--- src/hw/rtl/stq_pkg.sv ---
// ----------------------------------------------------------------------------
// stq_pkg
// Shared types and constants for the sorted timer queue.
// ----------------------------------------------------------------------------
package stq_pkg;
  localparam int unsigned SLOT_COUNT_DEF    = 16;
  localparam int unsigned CHANNEL_COUNT_DEF = 16;
  localparam int unsigned MAX_BURST         = 16;
  localparam logic [31:0] ALL_ONES          = 32'hffffffff;

  typedef enum logic [2:0] {
    ACT_TICK  = 3'd0,
    ACT_ALLOC = 3'd1,
    ACT_FREE  = 3'd2,
    ACT_BIND  = 3'd3,
    ACT_ARM   = 3'd4
  } action_t;

  typedef enum logic [1:0] {
    KIND_DONE   = 2'd0,
    KIND_ALLOC  = 2'd1,
    KIND_NOFREE = 2'd2,
    KIND_EXPIRY = 2'd3
  } kind_t;

  typedef enum logic [1:0] {
    ST_FREE  = 2'd0,
    ST_ALLOC = 2'd1,
    ST_PEND  = 2'd2
  } status_t;

  typedef enum logic [2:0] {
    S_IDLE,
    S_ALLOC,
    S_EXPIRE,
    S_OUT
  } fsm_t;

  // One slot as it travels through the sorted row: the row holds pending
  // slots in deadline order, position 0 is the head.
  typedef struct packed {
    logic        vld;
    logic [5:0]  slot;
    logic [31:0] deadline;
  } entry_t;

  // Row command broadcast to every cell.
  typedef struct packed {
    logic        ins;     // insert key, shifting the tail down
    logic        del;     // remove key slot, shifting the tail up
    logic        pop;     // remove head, shifting up
    logic [5:0]  slot;
    logic [31:0] deadline;
  } row_cmd_t;
endpackage

--- src/hw/rtl/stq_cell.sv ---
// ----------------------------------------------------------------------------
// stq_cell
// One position of the sorted pending row.
// ----------------------------------------------------------------------------
module stq_cell import stq_pkg::*; (
  input  logic     clk,
  input  logic     rst_n,
  input  row_cmd_t cmd,
  input  entry_t   prev_i,   // neighbor toward head
  input  entry_t   next_i,   // neighbor toward tail
  input  logic     prev_goes_i, // insertion point above this cell
  input  logic     prev_del_i,  // deleted slot above this cell
  output logic     goes_o,
  output logic     del_o,
  output entry_t   ent_o
);
  entry_t ent_r, ent_nxt;
  logic   here_ins, here_del;

  // Insert before first entry with deadline >= key; empty cells count as greater.
  assign here_ins = !ent_r.vld || (cmd.deadline <= ent_r.deadline);
  assign goes_o   = prev_goes_i || here_ins;
  assign here_del = ent_r.vld && (ent_r.slot == cmd.slot);
  assign del_o    = prev_del_i || here_del;
  assign ent_o    = ent_r;

  always_comb begin
    ent_nxt = ent_r;
    priority if (cmd.pop) begin
      ent_nxt = next_i;
    end else if (cmd.del) begin
      if (del_o) ent_nxt = next_i;
    end else if (cmd.ins) begin
      if (prev_goes_i) ent_nxt = prev_i;
      else if (here_ins) begin
        ent_nxt.vld      = 1'b1;
        ent_nxt.slot     = cmd.slot;
        ent_nxt.deadline = cmd.deadline;
      end
    end else begin
      ent_nxt = ent_r;
    end
  end

  always_ff @(posedge clk) begin
    if (!rst_n) ent_r.vld <= 1'b0;
    else        ent_r     <= ent_nxt;
  end
endmodule

--- src/hw/rtl/stq_row.sv ---
// ----------------------------------------------------------------------------
// stq_row
// Chain of cells holding pending slots sorted by deadline.
// ----------------------------------------------------------------------------
module stq_row import stq_pkg::*; #(
  parameter int unsigned DEPTH = SLOT_COUNT_DEF - 1
) (
  input  logic     clk,
  input  logic     rst_n,
  input  row_cmd_t cmd,
  output entry_t   head_o
);
  entry_t ent   [DEPTH+1];
  logic   goes  [DEPTH+1];
  logic   dels  [DEPTH+1];

  assign goes[0] = 1'b0;
  assign dels[0] = 1'b0;
  assign ent[DEPTH] = '0;

  for (genvar i = 0; i < DEPTH; i++) begin : g_cell
    entry_t prv;
    assign prv = (i == 0) ? entry_t'('0) : ent[(i == 0) ? 0 : i-1];
    stq_cell u_cell (
      .clk, .rst_n, .cmd,
      .prev_i(prv), .next_i(ent[i+1]),
      .prev_goes_i(goes[i]), .prev_del_i(dels[i]),
      .goes_o(goes[i+1]), .del_o(dels[i+1]), .ent_o(ent[i])
    );
  end

  assign head_o = ent[0];
endmodule

--- src/hw/rtl/sorted_timer_queue_core.sv ---
// ----------------------------------------------------------------------------
// sorted_timer_queue_core
// Timer slot pool with a deadline-sorted pending row of cells.
// ----------------------------------------------------------------------------
// Usage: items enter on in_* (valid/stall), results leave on out_* with
// out_last marking the final result of an item. Every item yields at least
// one result. All cells of the row shift together; arm of a pending slot
// first removes it from the row and then reinserts it with the new
// deadline. alloc scans slot status one slot a cycle while the result
// register is free, from slot 0 up to the last slot. A tick that expires
// slots gives one result per cycle while the receiver does not stall, at
// most 16, each popping the row head. The block holds one item at a time;
// in_stall is high while an item is in work. When the receiver stalls, the
// result register holds and the sequence waits. Reset empties the row
// (empty cells count as later than any deadline), marks slot 0 pending,
// frees all other slots and clears the tick count.
// ----------------------------------------------------------------------------
module sorted_timer_queue_core import stq_pkg::*; #(
  parameter int unsigned SLOT_COUNT    = SLOT_COUNT_DEF,
  parameter int unsigned CHANNEL_COUNT = CHANNEL_COUNT_DEF
) (
  input  logic               clk,
  input  logic               rst_n,
  input  logic               in_valid,
  output logic               in_stall,
  input  logic [2:0]         in_action,
  input  logic [3:0]         in_slot_index,
  input  logic [31:0]        in_delay,
  input  logic [3:0]         in_channel,
  input  logic signed [31:0] in_payload,
  output logic               out_valid,
  input  logic               out_stall,
  output logic [1:0]         out_kind,
  output logic [3:0]         out_result_slot,
  output logic [3:0]         out_result_channel,
  output logic signed [31:0] out_result_payload,
  output logic               out_last
);
  localparam int unsigned SW = $clog2(SLOT_COUNT);
  localparam int unsigned CW = (CHANNEL_COUNT > 1) ? $clog2(CHANNEL_COUNT) : 1;
  localparam int unsigned BW = $clog2(MAX_BURST + 1);

  fsm_t state_r, state_nxt;
  logic [31:0] tick_r, tick_nxt;
  status_t status_r [SLOT_COUNT];
  logic [CW-1:0] chan_r [SLOT_COUNT];
  logic [31:0]   pay_r  [SLOT_COUNT];
  logic [SW-1:0] scan_r;
  logic [BW-1:0] burst_r;
  logic          rearm_r;
  logic [5:0]    aslot_r;
  logic [31:0]   adl_r;

  logic [1:0]  okind_r;
  logic [3:0]  oslot_r, ochan_r;
  logic [31:0] opay_r;
  logic        olast_r, ovalid_r;

  row_cmd_t cmd;
  entry_t   head;

  stq_row #(.DEPTH(SLOT_COUNT - 1)) u_row (.clk, .rst_n, .cmd, .head_o(head));

  logic acc, emit, sidx_ok;
  logic [SW-1:0] sidx;
  logic [31:0] tick_inc;
  logic head_due;
  logic [SW-1:0] hslot;
  logic oready, alloc_hit, pop_go, oload;

  assign acc      = in_valid && !in_stall;
  assign emit     = ovalid_r && !out_stall;
  assign sidx     = SW'(in_slot_index);
  assign sidx_ok  = (in_slot_index != 4'd0) && (32'(in_slot_index) < SLOT_COUNT);
  assign tick_inc = tick_r + 32'd1;
  assign hslot    = SW'(head.slot);
  assign head_due = head.vld && (head.deadline <= tick_r);
  assign in_stall = (state_r != S_IDLE);

  // result register free for a new item in this cycle
  assign oready    = !ovalid_r || emit;
  assign alloc_hit = (status_r[scan_r] == ST_FREE) || (32'(scan_r) == SLOT_COUNT - 1);
  assign pop_go    = oready && head_due && (burst_r != BW'(MAX_BURST));
  assign oload     = (state_r == S_ALLOC && oready && alloc_hit) ||
                     (state_r == S_EXPIRE && pop_go) ||
                     (state_r == S_OUT && !rearm_r && oready && burst_r == '0);

  always_comb begin
    state_nxt = state_r;
    unique case (state_r)
      S_IDLE: if (acc) begin
        if (in_action == ACT_ALLOC) state_nxt = S_ALLOC;
        else if (in_action == ACT_TICK) state_nxt = S_EXPIRE;
        else state_nxt = S_OUT;
      end
      S_ALLOC:  if (oready && alloc_hit) state_nxt = S_OUT;
      S_EXPIRE: if (oready) begin
        if (!head_due || burst_r == BW'(MAX_BURST)) state_nxt = S_OUT;
      end
      S_OUT: if (rearm_r) state_nxt = S_OUT;
             else if (oready) state_nxt = S_IDLE;
      default: state_nxt = S_IDLE;
    endcase
  end

  always_comb begin
    cmd = '0;
    cmd.slot = aslot_r;
    cmd.deadline = adl_r;
    if (state_r == S_IDLE && acc && sidx_ok &&
        (in_action == ACT_FREE || in_action == ACT_ARM) &&
        status_r[sidx] == ST_PEND) begin
      cmd.del  = 1'b1;
      cmd.slot = 6'(in_slot_index);
    end else if (state_r == S_IDLE && acc && sidx_ok && in_action == ACT_ARM &&
                 status_r[sidx] == ST_ALLOC) begin
      cmd.ins = 1'b1;
      cmd.slot = 6'(in_slot_index);
      cmd.deadline = tick_r + in_delay;
    end else if (state_r == S_OUT && rearm_r) begin
      cmd.ins = 1'b1;
    end else if (state_r == S_EXPIRE && pop_go) begin
      cmd.pop = 1'b1;
    end
  end

  assign tick_nxt = (state_r == S_IDLE && acc && in_action == ACT_TICK) ? tick_inc : tick_r;

  always_ff @(posedge clk) begin
    if (!rst_n) begin
      state_r  <= S_IDLE;
      tick_r   <= '0;
      ovalid_r <= 1'b0;
      rearm_r  <= 1'b0;
      for (int i = 0; i < SLOT_COUNT; i++) status_r[i] <= (i == 0) ? ST_PEND : ST_FREE;
    end else begin
      state_r <= state_nxt;
      tick_r  <= tick_nxt;
      if (oload)     ovalid_r <= 1'b1;
      else if (emit) ovalid_r <= 1'b0;
      unique case (state_r)
        S_IDLE: if (acc) begin
          scan_r  <= '0;
          burst_r <= '0;
          aslot_r <= 6'(in_slot_index);
          adl_r   <= tick_r + in_delay;
          rearm_r <= sidx_ok && (in_action == ACT_ARM) && (status_r[sidx] == ST_PEND);
          if (sidx_ok) begin
            unique case (in_action)
              ACT_FREE: status_r[sidx] <= ST_FREE;
              ACT_BIND: begin
                chan_r[sidx] <= (32'(in_channel) < CHANNEL_COUNT) ?
                                CW'(in_channel) : CW'(CHANNEL_COUNT - 1);
                pay_r[sidx]  <= in_payload;
              end
              ACT_ARM: if (status_r[sidx] != ST_FREE) status_r[sidx] <= ST_PEND;
              default: ;
            endcase
          end
        end
        S_ALLOC: if (oready) begin
          if (status_r[scan_r] == ST_FREE) begin
            status_r[scan_r] <= ST_ALLOC;
            okind_r <= KIND_ALLOC;
            oslot_r <= 4'(scan_r);
            ochan_r <= '0; opay_r <= '0; olast_r <= 1'b1;
            burst_r <= BW'(1);
          end else if (32'(scan_r) == SLOT_COUNT - 1) begin
            okind_r <= KIND_NOFREE;
            oslot_r <= '0; ochan_r <= '0; opay_r <= '0; olast_r <= 1'b1;
            burst_r <= BW'(1);
          end
          scan_r <= scan_r + SW'(1);
        end
        S_EXPIRE: if (pop_go) begin
          status_r[hslot] <= ST_ALLOC;
          okind_r  <= KIND_EXPIRY;
          oslot_r  <= 4'(head.slot);
          ochan_r  <= 4'(chan_r[hslot]);
          opay_r   <= pay_r[hslot];
          // last is known only once the next head is seen; fix up below
          olast_r  <= 1'b0;
          burst_r  <= burst_r + BW'(1);
        end
        S_OUT: begin
          if (rearm_r) rearm_r <= 1'b0;
          else if (oready && burst_r == '0) begin
            okind_r <= KIND_DONE;
            oslot_r <= '0; ochan_r <= '0; opay_r <= '0; olast_r <= 1'b1;
          end
        end
        default: ;
      endcase
    end
  end

  // During a burst the held expiry is final when no further pop will follow.
  logic last_now;
  assign last_now = (okind_r != KIND_EXPIRY) || olast_r ||
                    (state_r == S_OUT) ||
                    (state_r == S_EXPIRE && (!head_due || burst_r == BW'(MAX_BURST)));

  assign out_valid          = ovalid_r;
  assign out_kind           = okind_r;
  assign out_result_slot    = oslot_r;
  assign out_result_channel = ochan_r;
  assign out_result_payload = opay_r;
  assign out_last           = last_now;
endmodule
--- config.mk ---
export PLATFORM = sky130hd
export DESIGN_NAME = sorted_timer_queue_core
export DESIGN_NICKNAME = d
export VERILOG_FILES = /design/src/hw/rtl/stq_pkg.sv /design/src/hw/rtl/stq_cell.sv /design/src/hw/rtl/stq_row.sv /design/src/hw/rtl/sorted_timer_queue_core.sv
export SDC_FILE = /design/constraint.sdc
export NUM_CORES = 2
export LEC_CHECK = 0
export BUFFER_PORTS_ARGS = -buffer_cell sky130_fd_sc_hd__buf_2
export CAP_MARGIN = 0
export CORE_MARGIN = 4
export CORE_UTILIZATION = 50
export DETAILED_ROUTE_END_ITERATION = 6
export MAX_ROUTING_LAYER = met4
export PLACE_DENSITY = 0.63
export SYNTH_ARGS = -nofsm -noshare
export SYNTH_HDL_FRONTEND = slang
export SYNTH_SLANG_ARGS = --single-unit
--- constraint.sdc ---
create_clock -name clk -period 22.7 [get_ports clk]
set_input_delay 2.27 -clock clk [delete_from_list [all_inputs] [get_ports clk]]
set_output_delay 2.27 -clock clk [all_outputs]
set_load 0.03 [all_outputs]
# Word level (Yosys, flattened, before mapping)
# Memories as Yosys holds them, arrays and structs flattened. A register that Yosys moved wholly into a read port is not among the register bits.
# Index checks and enable logic that the tools add are counted.
# W data, S select, Z words.
classes:
  n_addsub: 4
  multipliers: 0
  div: 0
  magnitude_cmp: 16
  eq_ne: 54
  n_shift: 0
  mux: 195
  bitwise: 2
  n_reduce_logical: 180
op_table:
  columns: ["operator", "count"]
  rows:
  - ["$mux W39", 88]
  - ["$le A32 B32 Y1", 16]
  - ["$mux W32", 7]
  - ["$pmux W32 S3", 1]
  - ["$eq A6 B4 Y1", 15]
  - ["$mux W4", 18]
  - ["$reduce_and A4 Y1", 16]
  - ["$reduce_bool A4 Y1", 15]
  - ["$logic_or A1 B1 Y1", 51]
  - ["$mux W1", 50]
  - ["$reduce_and A3 Y1", 16]
  - ["$ne A3 B2 Y1 const B", 15]
  - ["$logic_and A1 B1 Y1", 39]
  - ["$mux W36", 1]
  - ["$add A32 B1 Y32 const B", 1]
  - ["$add A32 B32 Y32", 1]
  - ["$mux W5", 5]
  - ["$pmux W4 S3", 2]
  - ["$mux W2", 11]
  - ["$logic_not A1 Y1", 20]
  - ["$mux W3", 6]
  - ["$reduce_bool A3 Y1", 6]
  - ["$pmux W5 S3", 1]
  - ["$ne A2 B2 Y1 const B", 7]
  - ["other kinds (28)", 43]
totals:
  regBits: 710
  latchBits: 0
  ramBits: 608
  mem_bits_ro: 0
  input_bits: 79
  out_inout_bits: 45
  wordCells: 512
  n_memories: 3
memory_table:
  columns: ["memory", "depth", "word_bits", "read_ports", "rd_ports_with_merged_regs", "wr", "line_no", "rtl"]
  rows:
  - ["pay_r", 16, 32, 1, 1, 1, "sorted_timer_queue_core.sv:47", "logic [31:0] pay_r [SLOT_COUNT];"]
  - ["chan_r", 16, 4, 1, 1, 1, "sorted_timer_queue_core.sv:46", "logic [CW-1:0] chan_r [SLOT_COUNT];"]
  - ["status_r", 16, 2, 2, 1, 16, "sorted_timer_queue_core.sv:45", "status_t status_r [SLOT_COUNT];"]

# Longest topological paths before layout
logic_depth:
  depth_word: 27
  mapped_depth: 31
  mapped_depth_nobuf: 27

# Hierarchy
# Synthesis repeated with hierarchy kept, for this count alone.
hier_totals:
  hier_cells: 6427
  hier_area_um2: 75417.3
modules_own_cells:
  columns: ["module", "instances", "cells_each", "area_per_inst_um2", "seq_area_each_um2"]
  rows:
  - ["sorted_timer_queue_core", 1, 1821, 31737.9, 21700.8]
  - ["stq_cell (u_row.g_cell[0].u_cell ...)", 8, 307, 2914.0, 1161.1]
  - ["stq_cell (u_row.g_cell[3].u_cell ...)", 7, 307, 2909.0, 1161.1]
  - ["stq_row", 1, 1, 3.8, 0.0]

# Worst setup path before layout
# OpenSTA, ideal clock, no wires.
synth_timing:
  kind: "input-to-reg"
  from: "input in_delay[0]"
  to: "register u_row.g_cell[3].u_cell.ent_r, in the netlist u_row.g_cell[3].u_cell.ent_o[0] (enable)"
  arrival_time_ns: 10.709
  t_required_ns: 22.172
  path_slack_ns: 11.463
  cell_stages: 25
  path_buffers: 2
  path_cell_list: "ha_1 -> inv_1 -> fa_1 -> nor2b_1 -> o21ai_0 -> a21boi_0 -> o221a_2 -> o21ai_0 -> a211oi_1 -> a31o_2 -> xor2_1 -> and2_1 -> or2_2 -> clkbuf_1 -> clkbuf_1 -> ha_1 -> nand2_1 -> nor4_1 -> nand3_1 -> or3_1 -> nand4_1 -> a41oi_1 -> nand3_1 -> nor2_1 -> nor4_1"
synth_via:
  elab_chain_len: 9
  elab_cells_between_ends: 15
synth_rtl:
  columns: ["item", "line_no", "rtl"]
  rows:
  - ["start, declared", "sorted_timer_queue_core.sv:28", "input logic [31:0] in_delay,"]
  - ["$add A32 B32 Y32 *", "sorted_timer_queue_core.sv:119", "cmd.deadline = tick_r + in_delay;"]
  - ["$mux W36 *", "sorted_timer_queue_core.sv:115", "end else if (state_r == S_IDLE && acc && sidx_ok && in_action == ACT_ARM &&"]
  - ["$mux W32 *", "sorted_timer_queue_core.sv:110", "if (state_r == S_IDLE && acc && sidx_ok &&"]
  - ["$le A32 B32 Y1", "stq_cell.sv:21", "assign here_ins = !ent_r.vld || (cmd.deadline <= ent_r.deadline);"]
  - ["$logic_or A1 B1 Y1", "stq_cell.sv:21", null]
  - ["$logic_or A1 B1 Y1 (2 in series)", "stq_cell.sv:22", "assign goes_o = prev_goes_i || here_ins;"]
  - ["$reduce_bool A4 Y1 (no source line) *", null, null]
  - ["$reduce_and A4 Y1 (no source line) *", null, null]
  - ["end signal, assigned", "stq_cell.sv:47", "else ent_r <= ent_nxt;"]
  - ["end, declared", "stq_cell.sv:17", "entry_t ent_r, ent_nxt;"]
# Mark *: on every way between the ends. The rest lies on a longest branch, timed or not.
# A chain may end at the register's enable or synchronous reset.

# Final worst setup path
layout_timing:
  from: "input in_delay[0]"
  to: "register u_row.g_cell[12].u_cell.ent_r, in the netlist u_row.g_cell[12].u_cell.ent_o[17] (enable)"
layout_via:
  elab_chain_len: 18
  elab_cells_between_ends: 42
layout_rtl:
  columns: ["item", "line_no"]
  rows:
  - ["$add A32 B32 Y32 *", "sorted_timer_queue_core.sv:119"]
  - ["$mux W36 *", "sorted_timer_queue_core.sv:115"]
  - ["$mux W32 *", "sorted_timer_queue_core.sv:110"]
  - ["$le A32 B32 Y1", "stq_cell.sv:21"]
  - ["$logic_or A1 B1 Y1", "stq_cell.sv:21"]
  - ["$logic_or A1 B1 Y1 (11 in series)", "stq_cell.sv:22"]
  - ["$reduce_bool A4 Y1 (no source line) *", null]
  - ["$reduce_and A4 Y1 (no source line) *", null]
  - ["end signal, assigned", "stq_cell.sv:47"]
  - ["end, declared", "stq_cell.sv:17"]
# Marks and branches as above.

==> flow_summary.ini <==
[detailed_routing]
drt-total-wl_mm = 208
dr.first_iter.drc_count = 4332
routed_via_density = 6.08
dr.pass1.iters = 6
antenna_left = 0
drc = 0
via_count = 53300
routedWlPerCell_um = 23.7

[timing]
min_period_ns = 10.94
tightest_slew_ns = 1.27
finalHoldViolCount = 0
rsz0062_at_grt = no
slew_headroom_pct = 15.2
skew_ns = 0.0618
tns_ns = 0
setup_viol = 0
max_freq_ghz = 0.0914
finalCritPeriodShare_pct = 48.2
slew_violations = 0
fin_hold_ws_ns = 0.497
fin_ws_ns = 11.76

[yosys]
synth_area_leader_cell = edfxtp_1
ys_types = 98
synth-edff-count = 1266
syn_area_per_cell_um2 = 11.2
yosys.cell_count.top_type = edfxtp_1
synth_seq_cells = 1325
synthAdderAreaFrac_pct = 9.31
synth_simple_gate_area_share_pct = 10.1
synthTopCellsByCount = edfxtp_1, nand2_1, o21ai_0
ys_top_cells_by_area = edfxtp_1, ha_1, mux4_2
synth-seq-area-share_pct = 52.7
ys_warn_count = 0
syn_inst = 6657
synthFlopType = edfxtp_1
synthMuxAreaShare_pct = 8.05
synth_xor_area_share_pct = 1.27
ys_async_sr_fraction_pct = 0
yosysTopAreaCellShare_pct = 51.1
syn_area_mm2 = 0.0744
synth_top_family_by_area = compound AO/OA/AOI/OAI gates
synth_compound_area_share_pct = 13.7

[clock_network]
cts_root_buffer = clkbuf_16
clock_latency_ns = 0.81
cts.hold.buffers_added = 0
cts_setup_buffers = 0
clock_sink_count = 1325
post_cts_resized = 0
path_clk_slew_ns = 0.06
cts_tree = done
cts_max_level = 4
numCtsBuffers = 146
cts_buffer_depth = 3

[pwr]
total_power_mw = 5.92
powerDensity_mw_per_mm2 = 72.2
vdd_drop_max_mv = 0.0777
power_leakage_nw = 30.7

[layout]
area_growth_pct = 10.1
multi_input_area_mm2 = 0.0320
drive_above_1_share_pct = 10.8
seq_area_mm2 = 0.0392
num-nets-final = 7352
fillers = 12600

[worst_setup_path]
crit_top_cell = buf_4
cp.required_ns = 23.12
cp.arrival_ns = 11.36
cpPeakStageDelay_ns = 0.65
cpMaxStageDelayCell = nor4_1
cp-end-kind = flop
worstSetupPathType = in -> reg
worstPathMaxFanout = 47
startpoint_type = input pin

[worst_hold_path]
hp-class = reg -> reg

[floorplanning]
die_x_um = 394
dieArea_mm2 = 0.155
boundaryPins = 124
coreArea_mm2 = 0.148
rows = 141
chipHeight_um = 394
start_util_pct = 50.3

[status]
outcome = finished, final reports clean

[grt]
grt_max_degree = 186
grt-ovfl-total = 0
antenna_found_initial = 10
grt_pass1_vias = 53500
grt_pass1_wl_mm = 319
gr-usage-all-layers_pct = 27.1

[placed_design]
dpl.hpwl_mm = 139
portBuffers = 123
dp_slack_ns = 11.23
gp_congestion = 0.942

[job]
drv_cap = 0
==> placed cells by master, fill, tap and decap left out, types with 146 or more instances in the layout <==
master / Yosys / routed
ha_1: 552 / 551
mux2i_1: 151 / 151
nor2_1: 461 / 440
a21oi_1: 367 / 367
nand2_1: 724 / 722
o21ai_0: 651 / 650
a21o_1: 160 / 160
clkbuf_16: 0 / 146
edfxtp_1: 1266 / 1266
mux4_2: 191 / 191
inv_1: 582 / 581
o211ai_1: 149 / 149
==> through the flow <==
step                utilization (%)  std cells  instance area [um^2]
finish                         55.4       8772                 82000
CTS                            55.4       8762                 81900
detailed placement             52.4       8502                 77400
floorplan                         -       6692                 74500
global route                   55.4       8771                 82000
global placement               52.4       8502                 77400
==> layer usage <==
layer  GRT usage [%]  up-vias  wire length [um]
met3            3.58      414             11700
met2            44.8     1756            102000
met1            35.0    26400             87300
li1                -    24700                 -
met5               -        -                 0
met4            8.44        0              6690
==> cells by family after synthesis <==
family / count (synthesis)
buffers and inverters: 951
adder cells (fa/ha/maj): 553
XOR/XNOR: 108
AO/OA/AOI/OAI: 1662
AND/OR/NAND/NOR: 1699
multiplexers: 358
flip-flops: 1325
other: 1
==> critical path: cells and delay by family <==
| family | cells | cell delay, ns |
|---|---|---|
| buf+inv | 7 | 2.30 |
| fa+ha+maj | 3 | 1.05 |
| mux | 1 | 0.18 |
| simple gates | 9 | 2.58 |
| compound gates | 10 | 2.73 |
| xor+xnor | 1 | 0.16 |
==> final cells by class <==
| type | instances | share of cell area (%) |
|---|---|---|
| Antenna cell | 10 | 0.0305 |
| Clock buffer | 189 | 4.67 |
| Clock inverter | 71 | 0.872 |
| Inverter | 588 | 2.69 |
| Multi-Input combinational cell | 4416 | 39.1 |
| Sequential cell | 1325 | 47.8 |
| Tap cell | 1930 | 2.95 |
| Timing Repair Buffer | 243 | 1.88 |
==> final timing paths <==
kind	start	cells past startpoint	end	slack [ns]
max	in_delay[0]	31	u_row.g_cell[12].u_cell.ent_o[17]	11.76
min	tick_r[23]	2	tick_r[23]	0.50
max reg2reg	tick_r[0]	30	u_row.g_cell[12].u_cell.ent_o[17]	12.78
min reg2reg	tick_r[23]	2	tick_r[23]	0.50
==> sequential cells by signal (all words and copies together) (netlist names), named ones only <==
| name | cells |
|---|---|
| out_kind | 2 |
| chan_r | 64 |
| status_r | 32 |
| pay_r | 512 |
| state_r | 2 |
| burst_r | 5 |
| scan_r | 4 |
| tick_r | 32 |
| out_result_payload | 32 |
| rearm_r | 1 |
| u_row.g_cell.u_cell.ent_o | 585 |
| olast_r | 1 |
| out_result_slot | 4 |
| out_valid | 1 |
| aslot_r | 4 |
| out_result_channel | 4 |
| adl_r | 32 |
==> power breakdown <==
group | switching, mW | internal (mW)
clock | 1.04 | 1.23
sequential | 0.0566 | 2.78
combinational | 0.540 | 0.273
Note: power is estimated with default switching activity, not from simulation.
